File: config.mk
export PLATFORM = sky130hd
export DESIGN_NAME = phlc_fifo
export DESIGN_NICKNAME = d
export VERILOG_FILES = /design/src/hdl/phlc_pkg.sv /design/src/hdl/phlc_fifo.sv
export VERILOG_INCLUDE_DIRS = /design/src /design/src/hdl
export SDC_FILE = /design/constraint.sdc
export NUM_CORES = 1
export LEC_CHECK = 0
export BUFFER_PORTS_ARGS = -buffer_cell sky130_fd_sc_hd__buf_2
export CORE_ASPECT_RATIO = 0.75
export CORE_MARGIN = 5
export CORE_UTILIZATION = 48
export DETAILED_ROUTE_END_ITERATION = 8
export HOLD_SLACK_MARGIN = 0.08
export PLACE_DENSITY = 0.74
export SLEW_MARGIN = 30
export SYNTH_ARGS = -nofsm -noshare
export SYNTH_HDL_FRONTEND = slang
export SYNTH_SLANG_ARGS = --single-unit
File: constraint.sdc
create_clock -name clk -period 7.2 [get_ports clk]
set_clock_uncertainty 0.05 [all_clocks]
set_input_delay 1.08 -clock clk [delete_from_list [all_inputs] [get_ports clk]]
set_output_delay 1.08 -clock clk [all_outputs]
set_load 0.02 [all_outputs]
File: src/hdl/assert_macros.svh
// assertion helpers, clocked on clk and held off while rst_n is low
`ifndef ASSERT_MACROS_SVH
`define ASSERT_MACROS_SVH

// same-cycle implication
`define PHLC_ASSERT_IMPL(lbl, ante, cons, msg) \
    lbl: assert property (@(posedge clk) disable iff (!rst_n) (ante) |-> (cons)) else $error(msg);

// next-cycle implication
`define PHLC_ASSERT_NEXT(lbl, ante, cons, msg) \
    lbl: assert property (@(posedge clk) disable iff (!rst_n) (ante) |=> (cons)) else $error(msg);

`endif

File: src/hdl/phlc_pkg.sv
package phlc_pkg;

    // command codes of the input word
    localparam logic [1:0] CMD_WRITE  = 2'd0;
    localparam logic [1:0] CMD_HEIGHT = 2'd1;
    localparam logic [1:0] CMD_CROSS  = 2'd2;

    // register byte address
    localparam logic [2:0] REG_POINT_COUNT = 3'd0;

    localparam int FRAC_BITS = 16;

    typedef enum logic [1:0] {
        OP_WRITE,
        OP_HEIGHT,
        OP_CROSS,
        OP_NONE
    } op_t;

    typedef enum logic {
        AOP_MUL,
        AOP_DIV
    } aop_t;

    typedef struct packed {
        logic        start;
        aop_t        op;
    } arith_req_t;

    typedef struct packed {
        logic        idle;
        logic        done;
    } arith_rsp_t;

    typedef struct packed {
        logic        full;
        logic        empty;
    } q_status_t;

    typedef struct packed {
        logic [1:0]         cmd;
        logic [7:0]         index;
        logic signed [31:0] coord_x;
        logic signed [31:0] coord_y;
        logic signed [31:0] slope;
        logic               direction;
    } in_word_t;

    typedef struct packed {
        logic signed [31:0] height;
        logic               inside_res;
        logic signed [31:0] cross_x;
        logic               found;
    } out_word_t;

endpackage

File: src/hdl/phlc_fifo.sv
`include "assert_macros.svh"

module phlc_fifo #(
    parameter int WIDTH = 107,
    parameter int DEPTH = 2
) (
    input  logic                 clk,
    input  logic                 rst_n,
    input  logic                 push,
    input  logic [WIDTH-1:0]     din,
    input  logic                 pop,
    output logic [WIDTH-1:0]     dout,
    output phlc_pkg::q_status_t  status
);
    localparam int PW = (DEPTH > 1) ? $clog2(DEPTH) : 1;
    localparam int CNTW = $clog2(DEPTH + 1);

    logic [WIDTH-1:0] store [DEPTH];
    logic [PW-1:0]    wr_ptr_reg;
    logic [PW-1:0]    rd_ptr_reg;
    logic [CNTW-1:0]  count_reg;

    function automatic logic [PW-1:0] ptr_inc(input logic [PW-1:0] p);
        ptr_inc = (int'(p) == DEPTH - 1) ? '0 : p + PW'(1);
    endfunction

    always_ff @(posedge clk or negedge rst_n)
    begin
        if (!rst_n)
        begin
            wr_ptr_reg <= '0;
            rd_ptr_reg <= '0;
            count_reg  <= '0;
        end
        else
        begin
            if (push)
                wr_ptr_reg <= ptr_inc(wr_ptr_reg);
            if (pop)
                rd_ptr_reg <= ptr_inc(rd_ptr_reg);
            if (push && !pop)
                count_reg <= count_reg + CNTW'(1);
            else if (pop && !push)
                count_reg <= count_reg - CNTW'(1);
        end
    end

    always_ff @(posedge clk)
    begin
        if (push)
            store[wr_ptr_reg] <= din;
    end

    assign dout         = store[rd_ptr_reg];
    assign status.full  = (int'(count_reg) == DEPTH);
    assign status.empty = (count_reg == '0);

    `PHLC_ASSERT_IMPL(a_no_overflow, push, int'(count_reg) < DEPTH, "push into full queue")
    `PHLC_ASSERT_IMPL(a_no_underflow, pop, count_reg != '0, "pop from empty queue")
    `PHLC_ASSERT_NEXT(a_push_fills, push, count_reg != '0, "queue empty after push")
endmodule

==> reports/qor.yml, run 1 <==
sta:
  fin_crit_ns: 3.92
  hold_viol: 0
  finalCritPeriodShare: 0.545
  maxSlewViolCount: 0
  setup_violations: 0
  setup-tns-final_ns: 0
  rsz0062_at_grt: "false"
  max_freq_mhz: 255
  max_slew_margin: 0.460
  worstMarginPinSlew_ns: 0.810
layout:
  post-route-util: 0.619
  largest_reg_flops: 214
  syn2layout_area_growth_pct: 25.5
  num_antenna_cells: 0
  nNetsFinal: 696
  drive_gt1_frac: 0.608
  n_fill_cell: 1185
synth:
  avgSynthCellArea_um2: 22.9
  seq_area_frac_synth: 0.818
  syn-num-nets: 461
  ys_types: 13
  synth-seq-cells: 218
  postSynthCellCount: 349
  syn_area_um2: 7980
  yosys_warnings: 0
placement:
  portBuffers: 219
  place.gp.congestion: 0.741
  place_hpwl_mm: 10.3
critical_path:
  cp.arrival_ns: 2.79
  required_ns: 6.07
  critPathLaunchType: "flip-flop"
  crit_type: "reg2out"
  crit_path_max_fanout: 55
  r2r_cells: 2
  end_kind: "output pin"
floorplan:
  ios: 220
  fp.coreArea_um2: 16200
  row_count: 40
  die_y_um: 122
  start_util: 0.493
  fp.dieW_um: 159
  die_area_um2: 19300
cts:
  ctsResizeCount: 0
  numCtsBuffers: 22
  root_buffer: "clkbuf_16"
  cts_tree: "yes"
  post-cts-setup-buffers: 0
  htree_levels: 1
  hold_buffers: 0
  clkTransAtPathRegs_ns: 0.06
  clock-sinks: 218
  worstSkewPairLatency_ns: 0.49
  clock_path_buffers: 3
route:
  vias: 4031
  routed_wl_mm: 15.2
  ant_nets: 0
  wl_per_cell_um: 18.8
  first_pass_iters: 4
  vias_per_cell: 4.98
  initialDrtViolationCount: 181
  route.detailed.drc: 0
global_routing:
  busiest_layer: "met2"
  grt_pass1_wl_mm: 23.3
  use_met1: 0.201
  grt-ovfl-total: 0
  antenna_found_initial: 2
  met2_usage: 0.243
  grtUsageTotal: 0.151
  grt_max_degree: 58
  grtUsageMet3: 0.0551
  grt_pass1_vias: 4318
status:
  status: "finished, final reports clean"
power_and_ir_drop:
  p_per_area_nw_per_um2: 416
  irDropWorstVdd_uv: 265
  p_leak_nw: 3.85
worst_hold_path:
  hp-class: "in2async"
job:
  cap_viol_max_count: 0
==> power by group <==
part	switching, mW	leakage, nW	internal [mW]	total (mW)
combinational	0.730	1.44	0.515	1.25
clock	0.431	0.352	0.676	1.11
sequential	0.119	2.05	1.69	1.81
total	1.28	3.85	2.88	4.16
==> routing by layer <==
metal,up-vias,wire length (um),part of all wire
met5,-,14,0.00092
met4,4,255,0.017
met3,24,1430,0.094
met2,185,7150,0.47
met1,1957,6350,0.42
li1,1861,-,-
==> area by class of cell <==
class                           count  area [um^2]  area share
Tap cell                          210          263      0.0263
Sequential cell                   218         6530       0.652
Inverter                            1         3.75    0.000375
Clock buffer                       32          629      0.0629
Multi-Input combinational cell    118         1370       0.137
Clock inverter                      7         83.8     0.00838
Timing Repair Buffer              223         1130       0.113
==> through the flow <==
stage	cell area (um^2)	cells	power [mW]	hold WS (ns)	worst slack, ns
2_1_floorplan	7980	349	2.73	0.405	0.832
3_3_place_gp	9300	770	3.07	0.421	3.78
3_5_place_dp	9300	770	3.10	0.427	3.75
4_1_cts	10000	809	4.21	0.316	3.22
5_1_grt	10000	809	4.36	0.313	3.12
6_report	10000	809	4.16	0.333	3.28
==> cell families after synthesis <==
logic type,after synthesis,share of synthesized area
XOR/XNOR,5,0.00549
buffers and inverters,13,0.0111
adder cells (fa/ha/maj),1,0.00157
flip-flops,218,0.818
AND/OR/NAND/NOR,5,0.00329
multiplexers,107,0.160
==> Yosys cell counts <==
cell type	n	area [um^2]
and2_1	1	6.26
buf_2	8	40.0
buf_6	4	45.0
dfrtp_1	4	100
edfxtp_1	214	6430
ha_1	1	12.5
inv_1	1	3.75
mux2_2	87	980
mux2_4	20	300
nor2_1	2	7.51
nor2b_1	2	12.5
xnor2_1	1	8.76
xor2_1	4	35.0
==> critical path: stages, from the launching register on <==
cell and delay (ns):
dfrtp_4 0.88, buf_4 0.75, mux2_2 0.43, buf_2 0.16
==> final timing paths <==
path / endpoint / slack (ns) / from
max: dout[28] / 3.28 / rd_ptr_reg
min: count_reg[0] / 0.33 / rst_n
max reg2reg: store[1][91] / 4.92 / wr_ptr_reg
min reg2reg: count_reg[1] / 0.43 / count_reg[1]
max in group asynchronous: rd_ptr_reg / 6.63 / rst_n
min in group clk: count_reg[1] / 0.43 / count_reg[1]
==> placed cells by master (no fill, tap or decap), drive strengths merged <==
master / instances
buf: 223
clkbuf: 32
nor2: 2
bufinv: 2
mux2: 107
clkinv: 5
dfrtp: 4
xnor2: 1
inv: 1
and2: 1
edfxtp: 214
ha: 1
xor2: 4
nor2b: 2
Power figures use the tool's default switching activity.
==> run 2, diff against run 1 <==
--- a/config.mk
+++ b/config.mk
@@ -6,6 +6,7 @@
 export SDC_FILE = /design/constraint.sdc
 export NUM_CORES = 1
 export LEC_CHECK = 0
+export ABC_AREA = 1
 export BUFFER_PORTS_ARGS = -buffer_cell sky130_fd_sc_hd__buf_2
 export CORE_ASPECT_RATIO = 0.75
 export CORE_MARGIN = 5
==> constraint.sdc (replaced) <==
create_clock -name clk -period 3.98 [get_ports clk]
set_clock_uncertainty 0.05 [all_clocks]
set_input_delay 0.597 -clock clk [delete_from_list [all_inputs] [get_ports clk]]
set_output_delay 0.597 -clock clk [all_outputs]
set_load 0.02 [all_outputs]
==> run 2 against run 1 <==
Largest cell class unchanged. Clock power increased by 73%. Highest routed layer unchanged. Largest power group unchanged. Global-route usage up 0.21 points. Critical path depth stayed put. Synthesized area up 0.25%.
==> reports/qor.yml, run 2 <==
global_routing:
  grt_pass1_vias: 4464  # +3.4%
  grt_max_degree: 64  # +10%
  grt_pass1_wl_mm: 23.8  # +1.8%
  grtUsageTotal: 0.154  # +0.00212
  grt-ovfl-total: 0  # unchanged
  antenna_found_initial: 3  # +1
power_and_ir_drop:
  combinationalPowerShare: 0.316  # +0.017
  switchingPower_mw: 2.34  # +83%
  irDropWorstVdd_uv: 473  # +78%
  pwr-share-clk: 0.255  # -0.011
  p_leak_nw: 3.89  # +1.2%
  p_sw_frac: 0.312  # +0.00372
  p_seq_frac: 0.429  # -0.005
  p_per_area_nw_per_um2: 746  # +79%
  internal-power_mw: 5.18  # +80%
layout:
  largest_reg_flops: 214  # unchanged
  num_antenna_cells: 0  # unchanged
  stdcell_area_um2: 10100  # +0.84%
  layout_commonest_cell: "buf_2"
  nNetsFinal: 708  # +1.7%
  layout.cells.non_filler: 820  # +1.4%
  syn2layout_area_growth_pct: 26.2
  n_fill_cell: 1154  # -2.6%
  final_cell_mix: "219 x buf_2, 214 x edfxtp_1, 87 x mux2_2"
  drive_gt1_frac: 0.597  # -0.0110
cts:
  cts_tree: "yes"
  clock-sinks: 218  # unchanged
  post-cts-setup-buffers: 0  # unchanged
  hold_buffers: 1  # +1
  ctsResizeCount: 0  # unchanged
  numCtsBuffers: 22  # unchanged
  root_buffer: "clkbuf_16"
  clock_path_buffers: 3  # unchanged
  clkTransAtPathRegs_ns: 0.06  # about the same
  worstSkewPairLatency_ns: 0.48  # about the same
  htree_levels: 1  # unchanged
synth:
  ys_types: 14  # +1
  syn-num-nets: 470  # +2.0%
  yosys_warnings: 0  # unchanged
  syn_area_um2: 8000  # +0.25%
  postSynthCellCount: 358  # +2.6%
  yosys.area.top_type: "edfxtp_1"
  async_reset_ff_frac: 0.0183  # unchanged
  synth_area_leaders: "edfxtp_1 80%, mux2_2 12%, mux2_4 3.8%, dfrtp_1 1.3%, buf_6 0.56%"
  synthTopCellsByCount: "214 x edfxtp_1, 87 x mux2_2, 20 x mux2_4, 8 x buf_2, 7 x inv_1"
  synth-seq-cells: 218  # unchanged
  avgSynthCellArea_um2: 22.3  # -2.3%
  synth_top_area_frac: 0.804  # -0.00202
  synth-main-ff-cell: "edfxtp_1"
  seq_area_frac_synth: 0.816  # -0.00205
  yosysMostFrequentCell: "edfxtp_1"
  synth_edf_count: 214  # unchanged
floorplan:
  fp.coreArea_um2: 16200  # unchanged
  die_area_um2: 19400  # +0.23%
  row_count: 40  # unchanged
  die_y_um: 122  # +0.12%
  ios: 220  # unchanged
  start_util: 0.495  # +0.00124
  fp.dieW_um: 159  # +0.12%
sta:
  setup-tns-final_ns: 0  # unchanged
  rsz0062_at_grt: "false"
  worstMarginPinSlew_ns: 0.803  # -0.00680 ns
  finalCritPeriodShare: 0.723
  fin_crit_ns: 2.88
  max_freq_mhz: 348
  setup_violations: 0  # unchanged
  maxSlewViolCount: 0  # unchanged
  hold_viol: 0  # unchanged
  max_slew_margin: 0.465  # +0.00454
placement:
  dp_cells: 780  # +1.3%
  place_hpwl_mm: 10.8  # +4.8%
  portBuffers: 219  # unchanged
  place.gp.congestion: 0.753  # +1.6%
  placed_area_um2: 9370  # +0.83%
critical_path:
  cp_slowest_cell: "dfrtp_4"
  cp_top_family: "flip-flops"
  crit_chain: "buf_4 > mux2_2 > buf_2"
  r2r_cells: 3  # +1
  cp.arrival_ns: 2.23  # -0.56 ns
  crit_type: "reg2out"
  worstSetupEndpoint: "dout[49]"
  end_kind: "output pin"
  r2r-start: "wr_ptr_reg"
  crit_path_max_fanout: 33  # -40%
  r2r_setup_slack_ns: 2.09  # -2.83 ns
  required_ns: 3.33  # -2.74 ns
  crit_buf_inv: 2  # unchanged
  worst-path-stages: 3  # unchanged
  r2r_end: "store[1][103]"
  cp-startpoint: "rd_ptr_reg"
  critPathLaunchType: "flip-flop"
  cpPeakStageDelay_ns: 0.72  # -0.16 ns
route:
  vias: 4124  # +2.3%
  initialDrtViolationCount: 229  # +27%
  route.detailed.drc: 0  # unchanged
  wl_per_cell_um: 18.9  # +0.42%
  ant_nets: 0  # unchanged
  vias_per_cell: 5.03  # +0.93%
  first_pass_iters: 5  # +1
  routed_wl_mm: 15.5  # +1.8%
job:
  cap_viol_max_count: 0  # unchanged
status:
  status: "finished, final reports clean"
worst_hold_path:
  hp-class: "in2reg"
  min_delay_path_depth: 1
run 2: logic make-up after synthesis:
logic type	after synthesis	share of synthesized area
mux	107	0.160
simple gates	10	0.00516
buf+inv	19	0.0139
flops	218	0.816
fa+ha+maj	1	0.00156
xor+xnor	3	0.00329
run 2: worst register-to-register path: stages, from the launching register on:
cell and delay (ns):
dfrtp_1 0.42, nand2_1 0.12, inv_4 0.59, buf_12 0.37
run 2: worst min path at each step:
| stage | from | endpoint | slack, ns |
|---|---|---|---|
| after global placement | rst_n | count_reg[0] | 0.36 |
| after floorplan | rst_n | count_reg[0] | 0.25 |
| final | din[8] | store[1][8] | 0.25 |
| after CTS | din[43] | store[0][43] | 0.23 |
| after global routing | din[86] | store[0][86] | 0.22 |
| after detailed placement | rst_n | count_reg[1] | 0.36 |
run 2: power groups by stage:
stage / combinational [mW] / clock (mW) / sequential, mW
2_1_floorplan: 1.72 / 0 / 3.20
6_report: 2.38 / 1.92 / 3.23
5_1_grt: 2.53 / 2.09 / 3.27
3_5_place_dp: 2.39 / 0 / 3.28
3_3_place_gp: 2.36 / 0 / 3.25
4_1_cts: 2.40 / 1.97 / 3.23
run 2: routing by layer:
metal | vias up | track usage | wire [um]
li1 | 1887 | - | -
met1 | 1998 | 0.206 | 6530
met2 | 205 | 0.243 | 7190
met3 | 28 | 0.0595 | 1440
met4 | 6 | 0.0314 | 272
met5 | - | 0 | 34
run 2: cell type report:
cell class	count	area, um^2	share of cell area
multi-input cells	121	1370	0.136
inverters	7	28.8	0.00285
clock inverters	8	60.1	0.00595
well taps	210	263	0.0260
repair buffers	226	1220	0.121
flip-flops and latches	218	6530	0.647
clock buffers	30	622	0.0616
run 2: through the flow:
stage	worst slack (ns)	hold WS, ns	power, mW	util
2_1_floorplan	0.101	0.251	4.93	-
6_report	1.10	0.248	7.52	0.624
3_5_place_dp	1.61	0.356	5.67	0.580
3_3_place_gp	1.66	0.355	5.62	0.580
5_1_grt	1.02	0.223	7.88	0.624
4_1_cts	1.09	0.229	7.60	0.623
==> run 3, diff against run 2 <==
--- a/config.mk
+++ b/config.mk
@@ -10,10 +10,10 @@
 export BUFFER_PORTS_ARGS = -buffer_cell sky130_fd_sc_hd__buf_2
 export CORE_ASPECT_RATIO = 0.75
 export CORE_MARGIN = 5
-export CORE_UTILIZATION = 48
+export CORE_UTILIZATION = 47
 export DETAILED_ROUTE_END_ITERATION = 8
 export HOLD_SLACK_MARGIN = 0.08
-export PLACE_DENSITY = 0.74
+export PLACE_DENSITY = 0.76
 export SLEW_MARGIN = 30
 export SYNTH_ARGS = -nofsm -noshare
 export SYNTH_HDL_FRONTEND = slang
==> constraint.sdc (replaced) <==
create_clock -name clk -period 2.5 [get_ports clk]
set_clock_uncertainty 0.05 [all_clocks]
set_input_delay 0.375 -clock clk [delete_from_list [all_inputs] [get_ports clk]]
set_output_delay 0.375 -clock clk [all_outputs]
set_load 0.02 [all_outputs]
==> run 3 against run 2 <==
Routed wire length up 11%. Critical endpoint is now dout[106]. Hold slack worse by 0.061 ns. Combinational power up 68%. Critical path type unchanged.
==> reports/qor.yml, run 3 (synthesis results as in run 2) <==
placement:
  placed_area_um2: 9410  # +0.40%
  dp_slack_ns: 0.569  # -1.04 ns
  portBuffers: 219  # unchanged
  place.gp.congestion: 0.772  # +2.6%
  place_hpwl_mm: 9.75  # -9.4%
cts:
  post-cts-setup-buffers: 0  # unchanged
  clkTransAtPathRegs_ns: 0.06  # about the same
  ctsResizeCount: 0  # unchanged
  hold_buffers: 110  # +109
  htree_levels: 1  # unchanged
  root_buffer: "clkbuf_16"
  numCtsBuffers: 21  # -4.5%
  cts_tree: "yes"
  worstSkewPairLatency_ns: 0.47  # about the same
  clock-sinks: 218  # unchanged
  clock_path_buffers: 3  # unchanged
critical_path:
  r2r-start: "wr_ptr_reg"
  required_ns: 2.08  # -1.25 ns
  crit_chain: "buf_12 > mux2_2 > buf_2"
  cpPeakStageDelay_ns: 0.69  # -0.03 ns
  r2r_cells: 3  # unchanged
  r2r_setup_slack_ns: 0.96  # -1.13 ns
  crit_path_max_fanout: 26  # -21%
  cp_slowest_cell: "dfrtp_4"
  r2r_end: "store[1][57]"
  crit_type: "reg2out"
  end_kind: "output pin"
  cp.arrival_ns: 1.99  # -0.24 ns
  critPathLaunchType: "flip-flop"
status:
  status: "finished, final reports clean"
route:
  ant_nets: 0  # unchanged
  wl_per_cell_um: 18.4  # -2.6%
  vias_per_cell: 4.87  # -3.1%
  route.detailed.drc: 0  # unchanged
  vias: 4550  # +10%
  routed_wl_mm: 17.2  # +11%
  initialDrtViolationCount: 225  # -1.7%
  first_pass_iters: 5  # unchanged
layout:
  final_cell_mix: "219 x buf_2, 214 x edfxtp_1, 110 x dlygate4sd3_1"
  syn2layout_area_growth_pct: 40.3
  post-route-util: 0.669  # +0.0448
  n_fill_cell: 1070  # -7.3%
  layout_commonest_cell: "buf_2"
  num_antenna_cells: 0  # unchanged
  nNetsFinal: 817  # +15%
  stdcell_area_um2: 11200  # +11%
  drive_gt1_frac: 0.515  # -0.0821
  largest_reg_flops: 214  # unchanged
power_and_ir_drop:
  p_per_area_nw_per_um2: 1100  # +48%
  totalPowerFinal_mw: 12.4  # +64%
  irDropWorstVdd_uv: 758  # +60%
  p_leak_nw: 4.36  # +12%
sta:
  max_freq_mhz: 415
  worstMarginPinSlew_ns: 0.619  # -0.184 ns
  max_slew_margin: 0.587  # +0.123
  setup-tns-final_ns: 0  # unchanged
  maxSlewViolCount: 0  # unchanged
  finalCritPeriodShare: 0.965
  fin_crit_ns: 2.41
  hold_viol: 0  # unchanged
  setup_violations: 0  # unchanged
  rsz0062_at_grt: "false"
  setup_ws_ns: 0.0875  # -1.02 ns
global_routing:
  grtUsageTotal: 0.170  # +0.0165
  met2_usage: 0.288  # +0.0448
  grt-ovfl-total: 0  # unchanged
  grt_pass1_wl_mm: 26.5  # +11%
  grtUsageMet3: 0.0540  # -0.00554
  grt_max_degree: 108  # +69%
  use_met1: 0.219  # +0.0126
  grt_pass1_vias: 4916  # +10%
  antenna_found_initial: 0  # -3
  busiest_layer: "met2"
floorplan:
  start_util: 0.477  # -0.0180
  row_count: 41  # +2.5%
  fp.dieW_um: 161  # +0.99%
  ios: 220  # unchanged
  fp.coreArea_um2: 16800  # +3.8%
  die_y_um: 123  # +0.97%
  die_area_um2: 19800  # +2.0%
job:
  cap_viol_max_count: 0  # unchanged
worst_hold_path:
  hp-class: "in2async"
run 3: final cells by class:
| cell class | instances | area, um^2 | area share |
|---|---|---|---|
| clock buffer | 27 | 588 | 0.0524 |
| clock inverter | 10 | 125 | 0.0111 |
| inverter | 7 | 30.0 | 0.00268 |
| multi-input combinational | 121 | 1370 | 0.122 |
| sequential | 218 | 6530 | 0.582 |
| tap | 215 | 269 | 0.0240 |
| timing repair buffer | 336 | 2310 | 0.206 |
run 3: routing by layer:
layer | part of all wire | wire [um]
met1 | 0.42 | 7190
met2 | 0.48 | 8180
met3 | 0.085 | 1470
met4 | 0.019 | 320
met5 | 0 | 0
run 3: critical path, delay by kind of cell, from the launching register on:
family / cells / cell delay [ns]
buf+inv: 2 / 0.43
flops: 1 / 0.69
mux: 1 / 0.38
run 3: where the power goes:
part           switching, mW  internal, mW  total, mW
clock                   1.26          1.97       3.22
combinational           2.31          1.71       4.01
sequential             0.273          4.86       5.13
run 3: worst max-delay path by stage:
| stage | slack, ns | from | depth (start not counted) | to |
|---|---|---|---|---|
| after detailed placement | 0.57 | rd_ptr_reg | 3 | dout[106] |
| final | 0.09 | rd_ptr_reg | 3 | dout[106] |
| after global routing | 0.001 | rd_ptr_reg | 3 | dout[106] |
| after floorplan | -0.008 | wr_ptr_reg | 2 | store[1][0] |
| after CTS | 0.04 | rd_ptr_reg | 3 | dout[106] |
| after global placement | 0.59 | rd_ptr_reg | 3 | dout[106] |
run 3: metrics by stage:
| step | instances | hold slack [ns] |
|---|---|---|
| 2_1_floorplan | 358 | 0.0294 |
| 4_1_cts | 934 | 0.161 |
| 3_3_place_gp | 787 | 0.131 |
| 3_5_place_dp | 787 | 0.138 |
| 5_1_grt | 934 | 0.174 |
| 6_report | 934 | 0.188 |
